## config.mk

```make
export PLATFORM = sky130hd
export DESIGN_NAME = lnh_window
export DESIGN_NICKNAME = d
export VERILOG_FILES = /design/src/hdl/lnh_pkg.sv /design/src/hdl/lnh_window.sv
export SDC_FILE = /design/constraint.sdc
export NUM_CORES = 1
export LEC_CHECK = 0
export BUFFER_PORTS_ARGS = -buffer_cell sky130_fd_sc_hd__buf_2
export CORE_ASPECT_RATIO = 0.75
export CORE_MARGIN = 2
export CORE_UTILIZATION = 25
export CTS_CLUSTER_SIZE = 12
export DETAILED_ROUTE_END_ITERATION = 16
export PLACE_DENSITY = 0.46
export SYNTH_ARGS = -nofsm -noshare
export SYNTH_HDL_FRONTEND = slang
export SYNTH_SLANG_ARGS = --single-unit
```

## constraint.sdc

```tcl
create_clock -name clock -period 2.2 [get_ports clock]
set_input_delay 0 -clock clock [delete_from_list [all_inputs] [get_ports clock]]
set_output_delay 0 -clock clock [all_outputs]
set_load 0.05 [all_outputs]
```

## src/hdl/lnh_pkg.sv

```systemverilog
`timescale 1ns / 1ps
// ----------------------------------------------------------------------------
// Letter n-gram histogram: shared package
// Operation codes, fixed field widths and the per-item control bundle that
// travels from the window stage to the update stage.
// ----------------------------------------------------------------------------
package lnh_pkg;

   // Fixed field widths of the external channels
   localparam int LETTER_BITS = 5;
   localparam int CHAR_W      = 8;
   localparam int OUT_CODE_W  = 15;
   localparam int OUT_COUNT_W = 32;
   localparam int LEN_W       = 2;

   // gram_length after reset
   localparam logic [LEN_W-1:0] GRAM_LEN_RESET = 2'd2;

   typedef enum logic {
      OP_FEED  = 1'b0,
      OP_QUERY = 1'b1
   } op_type;

   // Per-item control bundle
   typedef struct packed {
      logic valid;    // item present
      logic query;    // read one counter, no update
      logic counted;  // letter completed an n-gram: read-modify-write
   } lnh_ctrl_type;

endpackage

```

## src/hdl/lnh_window.sv

```systemverilog
`timescale 1ns / 1ps
// ----------------------------------------------------------------------------
// Letter n-gram histogram: letter window
// Folds text bytes to letter codes, keeps the recent-letter window and fill
// level, and forms the table address and control bits of each item.
// ----------------------------------------------------------------------------
module lnh_window #(
   parameter int MAX_GRAM = 3
) (
   input  logic                                  clock,
   input  logic                                  reset,
   input  logic                                  accept,
   input  lnh_pkg::op_type                       op,
   input  logic [lnh_pkg::CHAR_W-1:0]            char_byte,
   input  logic [lnh_pkg::OUT_CODE_W-1:0]        ngram_code,
   input  logic [lnh_pkg::LEN_W-1:0]             gram_length,
   output logic [lnh_pkg::LETTER_BITS*MAX_GRAM-1:0] addr,
   output lnh_pkg::lnh_ctrl_type                 ctrl
);

   localparam int LB     = lnh_pkg::LETTER_BITS;
   localparam int ADDR_W = LB * MAX_GRAM;
   localparam int FILL_W = $clog2(MAX_GRAM + 1);
   localparam int CMP_W  = (FILL_W > lnh_pkg::LEN_W) ? FILL_W : lnh_pkg::LEN_W;

   localparam logic [lnh_pkg::CHAR_W-1:0] UPPER_A = 8'h41;
   localparam logic [lnh_pkg::CHAR_W-1:0] UPPER_Z = 8'h5A;
   localparam logic [lnh_pkg::CHAR_W-1:0] LOWER_A = 8'h61;
   localparam logic [lnh_pkg::CHAR_W-1:0] LOWER_Z = 8'h7A;

   logic [ADDR_W-1:0] window_ff;
   logic [ADDR_W-1:0] window_in;
   logic [FILL_W-1:0] fill_ff;
   logic [FILL_W-1:0] fill_in;
   logic              is_letter;
   logic [LB-1:0]     code;
   logic [CMP_W-1:0]  len_eff;
   logic [CMP_W-1:0]  len_raw;
   logic [ADDR_W-1:0] gmask;
   logic              feed;

   // Case fold: letter flag and code 0..25
   always_comb begin
      is_letter = 1'b0;
      code      = '0;
      if (char_byte inside {[UPPER_A:UPPER_Z]}) begin
         is_letter = 1'b1;
         code      = LB'(char_byte - UPPER_A);
      end else if (char_byte inside {[LOWER_A:LOWER_Z]}) begin
         is_letter = 1'b1;
         code      = LB'(char_byte - LOWER_A);
      end
   end

   // Effective n-gram length, clamped to 1..MAX_GRAM
   always_comb begin
      len_raw = CMP_W'(gram_length);
      if (len_raw == '0) begin
         len_eff = CMP_W'(1);
      end else if (len_raw > CMP_W'(MAX_GRAM)) begin
         len_eff = CMP_W'(MAX_GRAM);
      end else begin
         len_eff = len_raw;
      end
   end

   // Mask keeps the newest len_eff letters
   always_comb begin
      gmask = '0;
      for (int k = 0; k < MAX_GRAM; k++) begin
         if (CMP_W'(k) < len_eff) begin
            gmask[k*LB +: LB] = '1;
         end
      end
   end

   // Next window and fill level for a letter
   assign window_in = ADDR_W'({window_ff, code});
   assign fill_in   = (fill_ff < FILL_W'(MAX_GRAM)) ? fill_ff + FILL_W'(1) : fill_ff;
   assign feed      = (op == lnh_pkg::OP_FEED);

   // Address and control of the item on the channel
   always_comb begin
      ctrl.valid   = accept;
      ctrl.query   = (op == lnh_pkg::OP_QUERY);
      ctrl.counted = feed && is_letter && (CMP_W'(fill_in) >= len_eff);
      if (op == lnh_pkg::OP_QUERY) begin
         addr = ADDR_W'(ngram_code);
      end else begin
         addr = window_in & gmask;
      end
   end

   // Window state moves only on accepted letters
   always_ff @(posedge clock) begin
      if (reset) begin
         window_ff <= '0;
         fill_ff   <= '0;
      end else if (accept && feed && is_letter) begin
         window_ff <= window_in;
         fill_ff   <= fill_in;
      end
   end

endmodule

```

# Word-level counts from Yosys, hierarchy flattened
# Index checks and enable logic that the tools add are counted.
# op_classes
bitwise	2
reduce_logical	7
magnitude_cmp	10
n_mux	11
n_addsub	3
# ops
cell	n
$mux W5	5
$ge A8 B7 Y1 const B	2
$le A8 B7 Y1 const B	2
$and A15 B15 Y15	1
$mux W15	1
$sub A5 B1 Y5 const B	2
$logic_and A1 B1 Y1	6
$mux W2	3
$lt A1 B2 Y1 const A	2
$add A2 B1 Y2 const B	1
$ge A2 B2 Y1	1
$gt A2 B2 Y1 const B	1
$logic_not A2 Y1	1
$lt A2 B2 Y1 const A	1
$lt A2 B2 Y1 const B	1
$mux W1	2
$not A1 Y1	1
# totals
out_inout_bits	18
reg_bits	12

# Logic depth before layout (Yosys ltp)
# depth
word_depth	7
ltp_mapped	7

# Worst setup path after synthesis
# Ideal clock, no wire load.
# synth_timing
path_kind	in2out
start	input char_byte[0] (netlist name)
end	output addr[4] (netlist name)
required_ns	2.200
path_stages	5
path_buffers	0
arrival_time_ns	1.913
slack_ns	0.287
cell_sequence	inv_1 > ha_1 > or3b_4 > xor2_1 > o21ai_0
# synth_via
elab_chain_cells	6
elab_cells_between_ends	12
# synth_lines
item	line_no	rtl
from (decl)	lnh_window.sv:14	input logic [lnh_pkg::CHAR_W-1:0] char_byte,
$ge A8 B7 Y1 or $le A8 B7 Y1 (tied branches)	lnh_window.sv:49	end else if (char_byte inside {[LOWER_A:LOWER_Z]}) begin
$logic_and A1 B1 Y1	lnh_window.sv:49	
$mux W5	lnh_window.sv:49	
$mux W5 (*)	lnh_window.sv:46	if (char_byte inside {[UPPER_A:UPPER_Z]}) begin
$and A15 B15 Y15 (*)	lnh_window.sv:90	addr = window_in & gmask;
$mux W15 (*)	lnh_window.sv:87	if (op == lnh_pkg::OP_QUERY) begin
to (decl)	lnh_window.sv:17	output logic [lnh_pkg::LETTER_BITS*MAX_GRAM-1:0] addr,
# Mark *: on every way between the ends. The rest lies on a longest branch, timed or not.

# Final worst setup path
# layout_timing
start	input char_byte[0] (netlist name)
end	output addr[2] (netlist name)
# Same word-level chain as after synthesis.

==> results.sh <==
export IMPL_synth_area_top_cells="dfxtp_1 (26%), nand2_1 (10%), o21ai_0 (8.0%), ha_1 (6.7%), a211oi_1 (4.8%)"
export IMPL_cts_resized=0
export IMPL_drive_above_1_share=0.353
export IMPL_ys_ff_latch=12
export IMPL_fin_ws_ns=0.475
export IMPL_drt_vias_per_instance=4.57
export IMPL_endpoint_kind="primary output"
export IMPL_syn_area_per_cell_um2=7.56
export IMPL_rows=19
export IMPL_final_max_slew_viol_count=0
export IMPL_layout_commonest_cell="buf_2"
export IMPL_grt_max_degree=27
export IMPL_h_tree_depth=1
export IMPL_tns_ns=0
export IMPL_ant_nets=0
export IMPL_setup_viol=0
export IMPL_overflow=0
export IMPL_fillers=400
export IMPL_wire_per_inst_um=12.3
export IMPL_cts_root_buffer="clkbuf_8"
export IMPL_finalPower_uw=662
export IMPL_syn_area_um2=937
export IMPL_grt_pass1_wl_um=4370
export IMPL_grt_pass1_vias=929
export IMPL_coreArea_mm2=0.00364
export IMPL_worst_setup_path_start_kind="input port"
export IMPL_cts_tree="done"
export IMPL_post_cts_setup_buffer_count=0
export IMPL_final_cell_mix="buf_2 (46), nand2_1 (25), o21ai_0 (15)"
export IMPL_fmax_mhz=580
export IMPL_hpwl_um=2150
export IMPL_irDropWorstVdd_v=0.000266
export IMPL_cts_buffers=3
export IMPL_run_status="completed"
export IMPL_yosys_warnings=0
export IMPL_cp_arrival_ns=1.72
export IMPL_gp_congestion=0.726
export IMPL_syn2layout_area_growth_pct=33.8
export IMPL_finClkSkew_ns=0.00557
export IMPL_path_class="input port to primary output"
export IMPL_die_area_mm2=0.00426
export IMPL_power_density_mw_per_mm2=528
export IMPL_drc=0
export IMPL_first_iter_violations=18
export IMPL_grt_setup_unrepaired="false"
export IMPL_hold_viol=0
export IMPL_fin_crit_ns=1.72
export IMPL_fp_dieW_um=74.7
export IMPL_synth_top_cell_by_area="dfxtp_1"
export IMPL_tightest_slew_ns=0.528
export IMPL_ys_types=34
export IMPL_totalWireLength_um=2700
export IMPL_yosysSeqAreaShare=0.256
export IMPL_num_vias=1001
export IMPL_antenna_found_initial=0
export IMPL_period_share=0.784
export IMPL_grt_total_usage=0.131
export IMPL_insertion_delay_ns=0.24
export IMPL_worstPathRequired_ns=2.20
export IMPL_postCtsHoldBufs=0
export IMPL_max_slew_margin=0.647
export IMPL_die_height_um=57.0
export IMPL_num_io_pins=47
export IMPL_dr_pass1_iters=6
export IMPL_syn_nets=158
export IMPL_cap_violations=0
export IMPL_yosysTopAreaCellShare=0.256
export IMPL_preCtsSetupSlack_ns=0.427
export IMPL_cts_buffer_depth=2
export IMPL_cp_max_fo=6
export IMPL_clkSinkCount=12
export IMPL_synthCells=124
export IMPL_initial_core_util=0.258
export IMPL_fin_nets=202
export IMPL_numPortBuffers=46
export IMPL_hp_class="input port to flop"
export IMPL_p_leak_uw=0.000546
export IMPL_clk_pin_slew_worst_paths_ns=0.05
export IMPL_n_antenna_cell=0
-- registers in the layout, indices dropped and copies added, names as in the netlist --
| name | flops |
|---|---|
| window_ff | 10 |
| fill_ff | 2 |
-- final timing paths --
| check | slack (ns) | start | cells past startpoint | to |
|---|---|---|---|---|
| setup / recovery | 0.48 | char_byte[0] | 7 | addr[2] |
| hold / removal | 0.02 | char_byte[0] | 2 | window_ff[0]$_SDFFE_PP0P_ |
| setup reg to reg | 1.40 | fill_ff[0]$_SDFFE_PP0P_ | 2 | fill_ff[0]$_SDFFE_PP0P_ |
| hold reg to reg | 0.47 | window_ff[6]$_SDFFE_PP0P_ | 2 | window_ff[6]$_SDFFE_PP0P_ |
-- layer usage --
metal  up-vias  global-route usage  routed length, µm
met5         -                   0                  0
met4         0             0.00765                  0
met3         0              0.0389                160
met2        30               0.191               1080
met1       436               0.201               1460
li1        535                   -                  -
-- stage by stage --
| stage | utilization | std cells | hold slack, ns | area [µm²] |
|---|---|---|---|---|
| floorplan | - | 124 | 0.0970 | 937 |
| global route | 0.345 | 219 | 0.0443 | 1250 |
| finish | 0.345 | 219 | 0.0224 | 1250 |
| CTS | 0.345 | 219 | 0.0199 | 1250 |
| global placement | 0.330 | 215 | 0.261 | 1200 |
| detailed placement | 0.330 | 215 | 0.268 | 1200 |
-- logic make-up (layout without fill, tap and decap cells) --
kind of cell / after synthesis / count (layout) / share of synthesized area
AOI/OAI and AO/OA: 40 / 40 / 0.302
xor gates and xnor gates: 3 / 3 / 0.0280
adders and majority gates: 5 / 5 / 0.0668
buffers and inverters: 13 / 56 / 0.0721
DFF: 12 / 12 / 0.256
muxes: 2 / 2 / 0.0214
and+or+nand+nor: 49 / 49 / 0.254
-- cells in the mapped netlist (all sizes together) --
cell	count
nand3	3
a21oi	4
buf	5
or2	1
and2	2
a31oi	6
nand4	3
o2111ai	1
o2111a	1
clkbuf	5
xor2	1
nand2b	6
ha	5
dfxtp	12
nand2	25
o311ai	1
or3b	1
a211oi	6
nor3	2
nor2	4
nor2b	1
and3	1
mux2i	2
a41oi	1
inv	3
o21ai	15
o31a	1
xnor2	2
o31ai	4
-- worst max-delay path, cell delays in order --
cell,delay (ns)
buf_2,0.13
inv_1,0.09
ha_1,0.19
or3b_4,0.43
o311ai_2,0.48
o21ai_0,0.17
buf_2,0.24
-- power breakdown --
part	internal (µW)	switching [µW]
clock network	158	79.2
registers	222	3.28
logic	60.3	140
-- layout make-up --
class                      instances  area [µm²]  area share
clock buffer                       4        55.1      0.0439
inverter                           3        11.3     0.00898
multi-input combinational         99         629       0.502
sequential                        12         240       0.192
tap                               52        65.1      0.0519
timing repair buffer              49         253       0.202
Power figures use the tool's default switching activity.
