==> src/hdl/lnh_pkg.sv <==
`timescale 1ns / 1ps
// ----------------------------------------------------------------------------
// Letter n-gram histogram: shared package
// Operation codes, fixed field widths and the per-item control bundle that
// travels from the window stage to the update stage.
// ----------------------------------------------------------------------------
package lnh_pkg;

   // Fixed field widths of the external channels
   localparam int LETTER_BITS = 5;
   localparam int CHAR_W      = 8;
   localparam int OUT_CODE_W  = 15;
   localparam int OUT_COUNT_W = 32;
   localparam int LEN_W       = 2;

   // gram_length after reset
   localparam logic [LEN_W-1:0] GRAM_LEN_RESET = 2'd2;

   typedef enum logic {
      OP_FEED  = 1'b0,
      OP_QUERY = 1'b1
   } op_type;

   // Per-item control bundle
   typedef struct packed {
      logic valid;    // item present
      logic query;    // read one counter, no update
      logic counted;  // letter completed an n-gram: read-modify-write
   } lnh_ctrl_type;

endpackage

==> src/hdl/lnh_update.sv <==
`timescale 1ns / 1ps
// ----------------------------------------------------------------------------
// Letter n-gram histogram: update stage
// Takes read data (with forwarding of the last write), for counted n-grams
// increments counter and total with saturation and writes back, and holds the
// result in an output register.
// ----------------------------------------------------------------------------
module lnh_update #(
   parameter int ADDR_W      = 15,
   parameter int COUNT_WIDTH = 32
) (
   input  logic                               clock,
   input  logic                               reset,
   input  lnh_pkg::lnh_ctrl_type              in_ctrl,
   input  logic [ADDR_W-1:0]                  in_addr,
   output logic                               in_ready,
   input  logic [COUNT_WIDTH-1:0]             rd_data,
   output logic                               wr_en,
   output logic [ADDR_W-1:0]                  wr_addr,
   output logic [COUNT_WIDTH-1:0]             wr_data,
   output logic                               out_valid,
   input  logic                               out_ready,
   output logic                               out_counted,
   output logic [lnh_pkg::OUT_CODE_W-1:0]     out_code,
   output logic [lnh_pkg::OUT_COUNT_W-1:0]    out_count,
   output logic [lnh_pkg::OUT_COUNT_W-1:0]    out_total
);

   localparam int CW = lnh_pkg::OUT_COUNT_W;

   lnh_pkg::lnh_ctrl_type  s1_ctrl_ff;
   logic [ADDR_W-1:0]      s1_addr_ff;
   logic                   last_wr_valid_ff;
   logic [ADDR_W-1:0]      last_wr_addr_ff;
   logic [COUNT_WIDTH-1:0] last_wr_data_ff;
   logic [COUNT_WIDTH-1:0] total_ff;
   logic [COUNT_WIDTH-1:0] total_in;
   logic [COUNT_WIDTH-1:0] cur_count;
   logic [COUNT_WIDTH-1:0] count_in;
   logic                   s1_adv;
   logic                   fwd_hit;

   logic                        out_valid_ff;
   logic                        out_counted_ff;
   logic [lnh_pkg::OUT_CODE_W-1:0] out_code_ff;
   logic [CW-1:0]               out_count_ff;
   logic [CW-1:0]               out_total_ff;

   // Stage advance and upstream ready
   assign s1_adv   = s1_ctrl_ff.valid && (!out_valid_ff || out_ready);
   assign in_ready = !s1_ctrl_ff.valid || s1_adv;

   // Forward the most recent write over stale read data
   assign fwd_hit   = last_wr_valid_ff && (last_wr_addr_ff == s1_addr_ff);
   assign cur_count = fwd_hit ? last_wr_data_ff : rd_data;

   // Saturating increments
   assign count_in = (cur_count == '1) ? cur_count : cur_count + COUNT_WIDTH'(1);
   assign total_in = (total_ff == '1) ? total_ff : total_ff + COUNT_WIDTH'(1);

   // Write-back
   assign wr_en   = s1_adv && s1_ctrl_ff.counted;
   assign wr_addr = s1_addr_ff;
   assign wr_data = count_in;

   // Stage register
   always_ff @(posedge clock) begin
      if (reset) begin
         s1_ctrl_ff <= '0;
      end else if (in_ready) begin
         s1_ctrl_ff <= in_ctrl;
      end
   end

   always_ff @(posedge clock) begin
      if (in_ready) begin
         s1_addr_ff <= in_addr;
      end
   end

   // Last write and total
   always_ff @(posedge clock) begin
      if (reset) begin
         last_wr_valid_ff <= 1'b0;
         total_ff         <= '0;
      end else if (wr_en) begin
         last_wr_valid_ff <= 1'b1;
         total_ff         <= total_in;
      end
   end

   always_ff @(posedge clock) begin
      if (wr_en) begin
         last_wr_addr_ff <= wr_addr;
         last_wr_data_ff <= wr_data;
      end
   end

   // Output register
   always_ff @(posedge clock) begin
      if (reset) begin
         out_valid_ff <= 1'b0;
      end else if (s1_adv) begin
         out_valid_ff <= 1'b1;
      end else if (out_ready) begin
         out_valid_ff <= 1'b0;
      end
   end

   always_ff @(posedge clock) begin
      if (s1_adv) begin
         if (s1_ctrl_ff.counted) begin
            out_counted_ff <= 1'b1;
            out_code_ff    <= lnh_pkg::OUT_CODE_W'(s1_addr_ff);
            out_count_ff   <= CW'(count_in);
            out_total_ff   <= CW'(total_in);
         end else if (s1_ctrl_ff.query) begin
            out_counted_ff <= 1'b0;
            out_code_ff    <= lnh_pkg::OUT_CODE_W'(s1_addr_ff);
            out_count_ff   <= CW'(cur_count);
            out_total_ff   <= CW'(total_ff);
         end else begin
            out_counted_ff <= 1'b0;
            out_code_ff    <= '0;
            out_count_ff   <= '0;
            out_total_ff   <= CW'(total_ff);
         end
      end
   end

   assign out_valid   = out_valid_ff;
   assign out_counted = out_counted_ff;
   assign out_code    = out_code_ff;
   assign out_count   = out_count_ff;
   assign out_total   = out_total_ff;

   // Every counted n-gram leaves a nonzero total
   a_total_nonzero: assert property (@(posedge clock) disable iff (reset)
      wr_en |=> total_ff != '0)
      else $error("total zero after a counted n-gram");

   // Forwarding register tracks each write-back
   a_fwd_tracks_write: assert property (@(posedge clock) disable iff (reset)
      wr_en |=> last_wr_valid_ff && (last_wr_addr_ff == $past(wr_addr)))
      else $error("forwarding register missed a write-back");

endmodule

==> config.mk <==
export PLATFORM = sky130hd
export DESIGN_NAME = lnh_update
export DESIGN_NICKNAME = d
export VERILOG_FILES = /design/src/hdl/lnh_pkg.sv /design/src/hdl/lnh_update.sv
export SDC_FILE = /design/constraint.sdc
export NUM_CORES = 1
export LEC_CHECK = 0
export ABC_AREA = 1
export BUFFER_PORTS_ARGS = -buffer_cell sky130_fd_sc_hd__buf_2
export CORE_UTILIZATION = 30
export DETAILED_ROUTE_END_ITERATION = 8
export PLACE_DENSITY_LB_ADDON = 0.05
export SLEW_MARGIN = 20
export SYNTH_ARGS = -nofsm -noshare
export SYNTH_HDL_FRONTEND = slang
export SYNTH_SLANG_ARGS = --single-unit
==> constraint.sdc <==
create_clock -name clock -period 3.8 [get_ports clock]
set_input_delay 0.76 -clock clock [delete_from_list [all_inputs] [get_ports clock]]
set_output_delay 0.76 -clock clock [all_outputs]
set_load 0.01 [all_outputs]
Yosys cells after proc, flatten, opt, wreduce, memory -nomap -nowiden

Cells that the tools add are included.
W data, S select, Z words.

Reductions and logical operators: 8
Equal/unequal tests: 3
$add $sub $neg: 2
Mux-type cells: 11

Operators with widths:

| operator                | number |
|---|---|
| $mux W32                | 6 |
| $add A32 B1 Y32 const B | 2 |
| $eq A32 B32 Y1 const B  | 2 |
| $mux W15                | 2 |
| $eq A15 B15 Y1          | 1 |
| $logic_and A1 B1 Y1     | 3 |
| $mux W1                 | 3 |
| $logic_not A1 Y1        | 2 |
| $logic_or A1 B1 Y1      | 2 |
| $reduce_bool A2 Y1      | 1 |

Output and inout port bits: 130
Register bits after elaboration: 179
Input port bits: 53
Logic and storage cells: 37

Logic depth before layout (Yosys ltp)

Word-level depth: 6
Mapped depth: 21
Mapped depth without buffers: 18

Worst setup path after synthesis

OpenSTA, ideal clock, no wires.

Kind: input to output
Start: input out_ready
End: output wr_en
Arrival: 2.849 ns
Path buffers: 1
Cell stages on the path: 5
Required time: 3.040 ns
Setup slack: 0.191 ns
Cells stage by stage: inv_1 nand2_1 nand2_1 nor2_1 clkbuf_1

Longest elaborated chain between the ends: 3

RTL lines:

| element             | line             | source |
|---|---|---|
| from (decl)         | lnh_update.sv:22 | `input logic out_ready,` |
| $logic_or A1 B1 Y1  | lnh_update.sv:50 | `assign s1_adv = s1_ctrl_ff.valid && (!out_valid_ff \|\| out_ready);` |
| $logic_and A1 B1 Y1 | lnh_update.sv:50 |  |
| $logic_and A1 B1 Y1 | lnh_update.sv:62 | `assign wr_en = s1_adv && s1_ctrl_ff.counted;` |
| to (decl)           | lnh_update.sv:18 | `output logic wr_en,` |

No other way between the ends.

Worst setup path after layout

Start: register s1_addr_ff[2] (netlist: wr_addr[2])
End: output wr_data[5]

Longest elaborated chain between the ends: 5
Elaborated cells between the ends (all ways): 6
Those cells by class: add/sub (1); eq/ne (2); mux (2); reduce/logical (1)

RTL lines:

| element                                                  | line             | source |
|---|---|---|
| from (decl)                                              | lnh_update.sv:32 | `logic [ADDR_W-1:0] s1_addr_ff;` |
| from (signal assigned)                                   | lnh_update.sv:77 | `s1_addr_ff <= in_addr;` |
| $eq A15 B15 Y1 (*)                                       | lnh_update.sv:54 | `assign fwd_hit = last_wr_valid_ff && (last_wr_addr_ff == s1_addr_ff);` |
| $logic_and A1 B1 Y1 (*)                                  | lnh_update.sv:54 |  |
| $mux W32 (*)                                             | lnh_update.sv:55 | `assign cur_count = fwd_hit ? last_wr_data_ff : rd_data;` |
| $add A32 B1 Y32 / $eq A32 B32 Y1 (equally long branches) | lnh_update.sv:58 | `assign count_in = (cur_count == '1) ? cur_count : cur_count + COUNT_WIDTH'(1);` |
| $mux W32 (*)                                             | lnh_update.sv:58 |  |
| to (decl)                                                | lnh_update.sv:20 | `output logic [COUNT_WIDTH-1:0] wr_data,` |

Mark *: on every way between the ends. The rest lies on a longest branch, timed or not.

==> flow_summary.ini <==
[global_routing]
grtUsageMet3_pct = 2.95
overflow = 0
track_usage_pct = 19.7
grt_max_degree = 94
met2_usage_pct = 35.0
grt_pass1_vias = 8461
top_usage_layer = met2
grtUsageMet1_pct = 24.1
antenna_found_initial = 0
grt_pass1_wl_um = 48800

[power]
switchingPower_mw = 1.31
p_clk_share_pct = 38.2
total_power_mw = 4.61
p_per_area_nw_per_um2 = 341
ir_drop_uv = 296
p_seq_share_pct = 48.7
p_comb_share_pct = 13.1
p_int_mw = 3.30
power_leakage_nw = 5.88
switching_share_pct = 28.4

[floorplan]
die_h_um = 181
dieArea_um2 = 32900
start_util_pct = 30.5
coreArea_um2 = 31600
ios = 183
fp.dieW_um = 181
row_count = 65

[clocking]
htreeDepth = 4
numCtsBuffers = 17
clk_latency_ns = 0.46
cts.clk_slew.worst_paths_ns = 0.08
cts_num_sinks = 179
clk_path_buf_depth = 2
cts_tree = built
root_buffer = clkbuf_16

[synth]
synth_edf_count = 142
ys_types = 37
avgSynthCellArea_um2 = 8.03
netlist_area_um2 = 9660
netlist.area_leader.share_pct = 44.1
synth_fp_nets = 1257
async_reset_ff_share_pct = 0
synth_flop_cell = edfxtp_1
yosys_warnings = 0
yosysSeqAreaShare_pct = 51.8
ys_ff_latch = 179
netlist_instances = 1203
synthTopCellsByArea = edfxtp_1 44%, nand2_1 15%, dfxtp_1 7.7%
synth_top_area_cell = edfxtp_1

[worst_setup_path]
cp.arrival_ns = 3.00
worst_path_dominant_cell_family = simple AND/OR/NAND/NOR gates
cp_num_buf_inv = 5
path_cells = nand2_1, nand2_2, nor2_4, nand2_2, nor2_4, buf_12, buf_12, buf_16, nand3_4, nand2_4, nand2_4, nor2_4, nand2_4, nor2_4, nand2_4, clkbuf_16, nand3_4, buf_6
cp_slowest_stage_delay_ns = 0.45
required_ns = 3.04
endpoint_kind = output port
path_class = flop to output port
worstPathMaxFanout = 7
worst_path_max_delay_cell = edfxtp_1
startpoint_type = flop

[timing]
min_period_over_period_pct = 98.9
max_slew_margin_pct = 29.6
finalSetupViolCount = 0
min_period_ns = 3.76
rsz0062_at_grt = true
fin_skew_ns = 0.0115
hold_viol = 0
fmax_mhz = 266
worst_pin_slew_ns = 1.06
maxSlewViolCount = 0

[final_layout]
fillers = 3152
layout-drive-gt1-share_pct = 35.4
seq_area_um2 = 5010
nNetsFinal = 1513
antenna_cells = 0
final_cell_area_um2 = 13500
area_delta_synth_final_pct = 40.1
multi_input_area_um2 = 4760

[routing]
viasPerCell = 4.74
ant_nets = 0
wl_per_cell_um = 17.6
drt_iter0_markers = 413
vias = 8879
drc_errors = 0
first_pass_iters = 5
routed_wl_um = 33000

[placed_design]
io_buffers = 182
place_congestion = 0.882
hpwlAfterDp_um = 22400
placed_area_um2 = 11100

[min_path]
hold_class = input pin to flop

[outcome]
status = finished clean

[job]
max-cap-violations = 0
per-stage QoR:
step           setup WS [ns]  hold WS [ns]  util, %  std cells  TNS, ns
3_5_place_dp           0.243         0.488     34.9       1768        0
4_1_cts              -0.0763         0.457     39.4       1834   -0.955
3_3_place_gp           0.261         0.478     34.9       1768        0
6_report              0.0403         0.478     42.8       1874        0
5_1_grt               -0.119         0.464     42.8       1874    -2.90
2_1_floorplan          0.191         0.448        -       1203        0
power groups by stage:
stage	Combinational (mW)	Sequential, mW	Clock [mW]
finish	0.602	2.25	1.76
global route	0.661	2.26	1.88
CTS	0.534	2.25	1.81
detailed placement	0.480	2.29	0
global placement	0.480	2.29	0
floorplan	0.242	2.31	0
synthesized netlist by cell type (2+ instances only):
| master | count |
|---|---|
| nand2_1 | 393 |
| inv_1 | 147 |
| edfxtp_1 | 142 |
| nor2_1 | 113 |
| o21ai_0 | 86 |
| nand3_1 | 79 |
| dfxtp_1 | 37 |
| a21oi_1 | 26 |
| clkbuf_1 | 21 |
| xor2_1 | 16 |
| nand3b_1 | 15 |
| nand2_2 | 14 |
| nand4_1 | 12 |
| nand3_2 | 11 |
| nor3_1 | 11 |
| inv_2 | 9 |
| nor4_1 | 8 |
| a31oi_1 | 7 |
| nor2_2 | 7 |
| buf_6 | 6 |
| nor2_4 | 5 |
| a211oi_1 | 4 |
| buf_1 | 4 |
| or2_2 | 4 |
| buf_2 | 3 |
| buf_4 | 3 |
| nand2_4 | 3 |
| o211ai_1 | 3 |
| and2_1 | 2 |
| buf_8 | 2 |
| o21a_1 | 2 |
| o21ai_1 | 2 |
| xnor2_1 | 2 |
path summary, 6_finish.rpt:
check | from | end | slack, ns | cells after the start
setup / recovery | wr_addr[2] | wr_data[5] | 0.04 | 18
hold / removal | in_addr[7] | wr_addr[7] | 0.48 | 1
setup reg to reg | wr_addr[2] | out_count[11] | 0.82 | 20
hold reg to reg | wr_addr[8] | last_wr_addr_ff[8] | 0.51 | 0
kinds of logic after synthesis:
kind of cell             after synthesis  synth area share, %
AO/OA/AOI/OAI                        133                 7.41
flip-flops                           179                 51.8
buffers and inverters                195                 8.43
XOR/XNOR                              18                 1.63
adder cells (fa/ha/maj)                1                0.129
AND/OR/NAND/NOR                      677                 30.6
placed cells by master (no fill, tap or decap), types with 16 or more instances in the layout:
cell type	Yosys	layout
clkbuf_16	0	21
nand2_4	3	21
o21ai_0	86	79
xor2_1	16	16
dfxtp_1	37	36
nor2_1	113	73
edfxtp_1	142	142
nand2_2	14	75
nand2_1	393	313
nand3_4	0	28
buf_6	6	32
inv_1	147	144
nor2_2	7	22
nand3_1	79	47
nor2_4	5	30
a21oi_1	26	26
buf_4	3	72
buf_2	3	152
registers in the layout, summed over array words and instances, names as in the netlist:
register / cells
last_wr_addr_ff: 15
last_wr_data_ff: 32
last_wr_valid_ff: 1
out_code: 15
out_count: 32
out_counted: 1
out_total: 32
out_valid: 1
s1_ctrl_ff: 3
total_ff: 32
wr_addr: 15
routing by layer:
| layer | part of all wire [%] | up-vias |
|---|---|---|
| li1 | - | 4445 |
| met1 | 43 | 4224 |
| met4 | 2.1 | 0 |
| met3 | 3.1 | 35 |
| met2 | 52 | 175 |
| met5 | 0 | - |
layout make-up:
cell class / instances / area share, %
clock inverter: 15 / 1.03
timing repair buffer: 276 / 15.7
sequential: 179 / 37.0
tap: 402 / 3.72
clock buffer: 17 / 3.14
inverter: 156 / 4.33
multi-input combinational: 829 / 35.1
what timing repair did:
| action | CTS | global route |
|---|---|---|
| endpoints found under the setup margin | 31 | 32 |
| pin swaps | 13 | 63 |
| gates cloned | 6 | 4 |
| resized for setup | 114 | 166 |
| buffers inserted | 28 | 37 |
| hold buffers | 0 | 0 |
No activity file was read; power rests on OpenSTA's default activity.
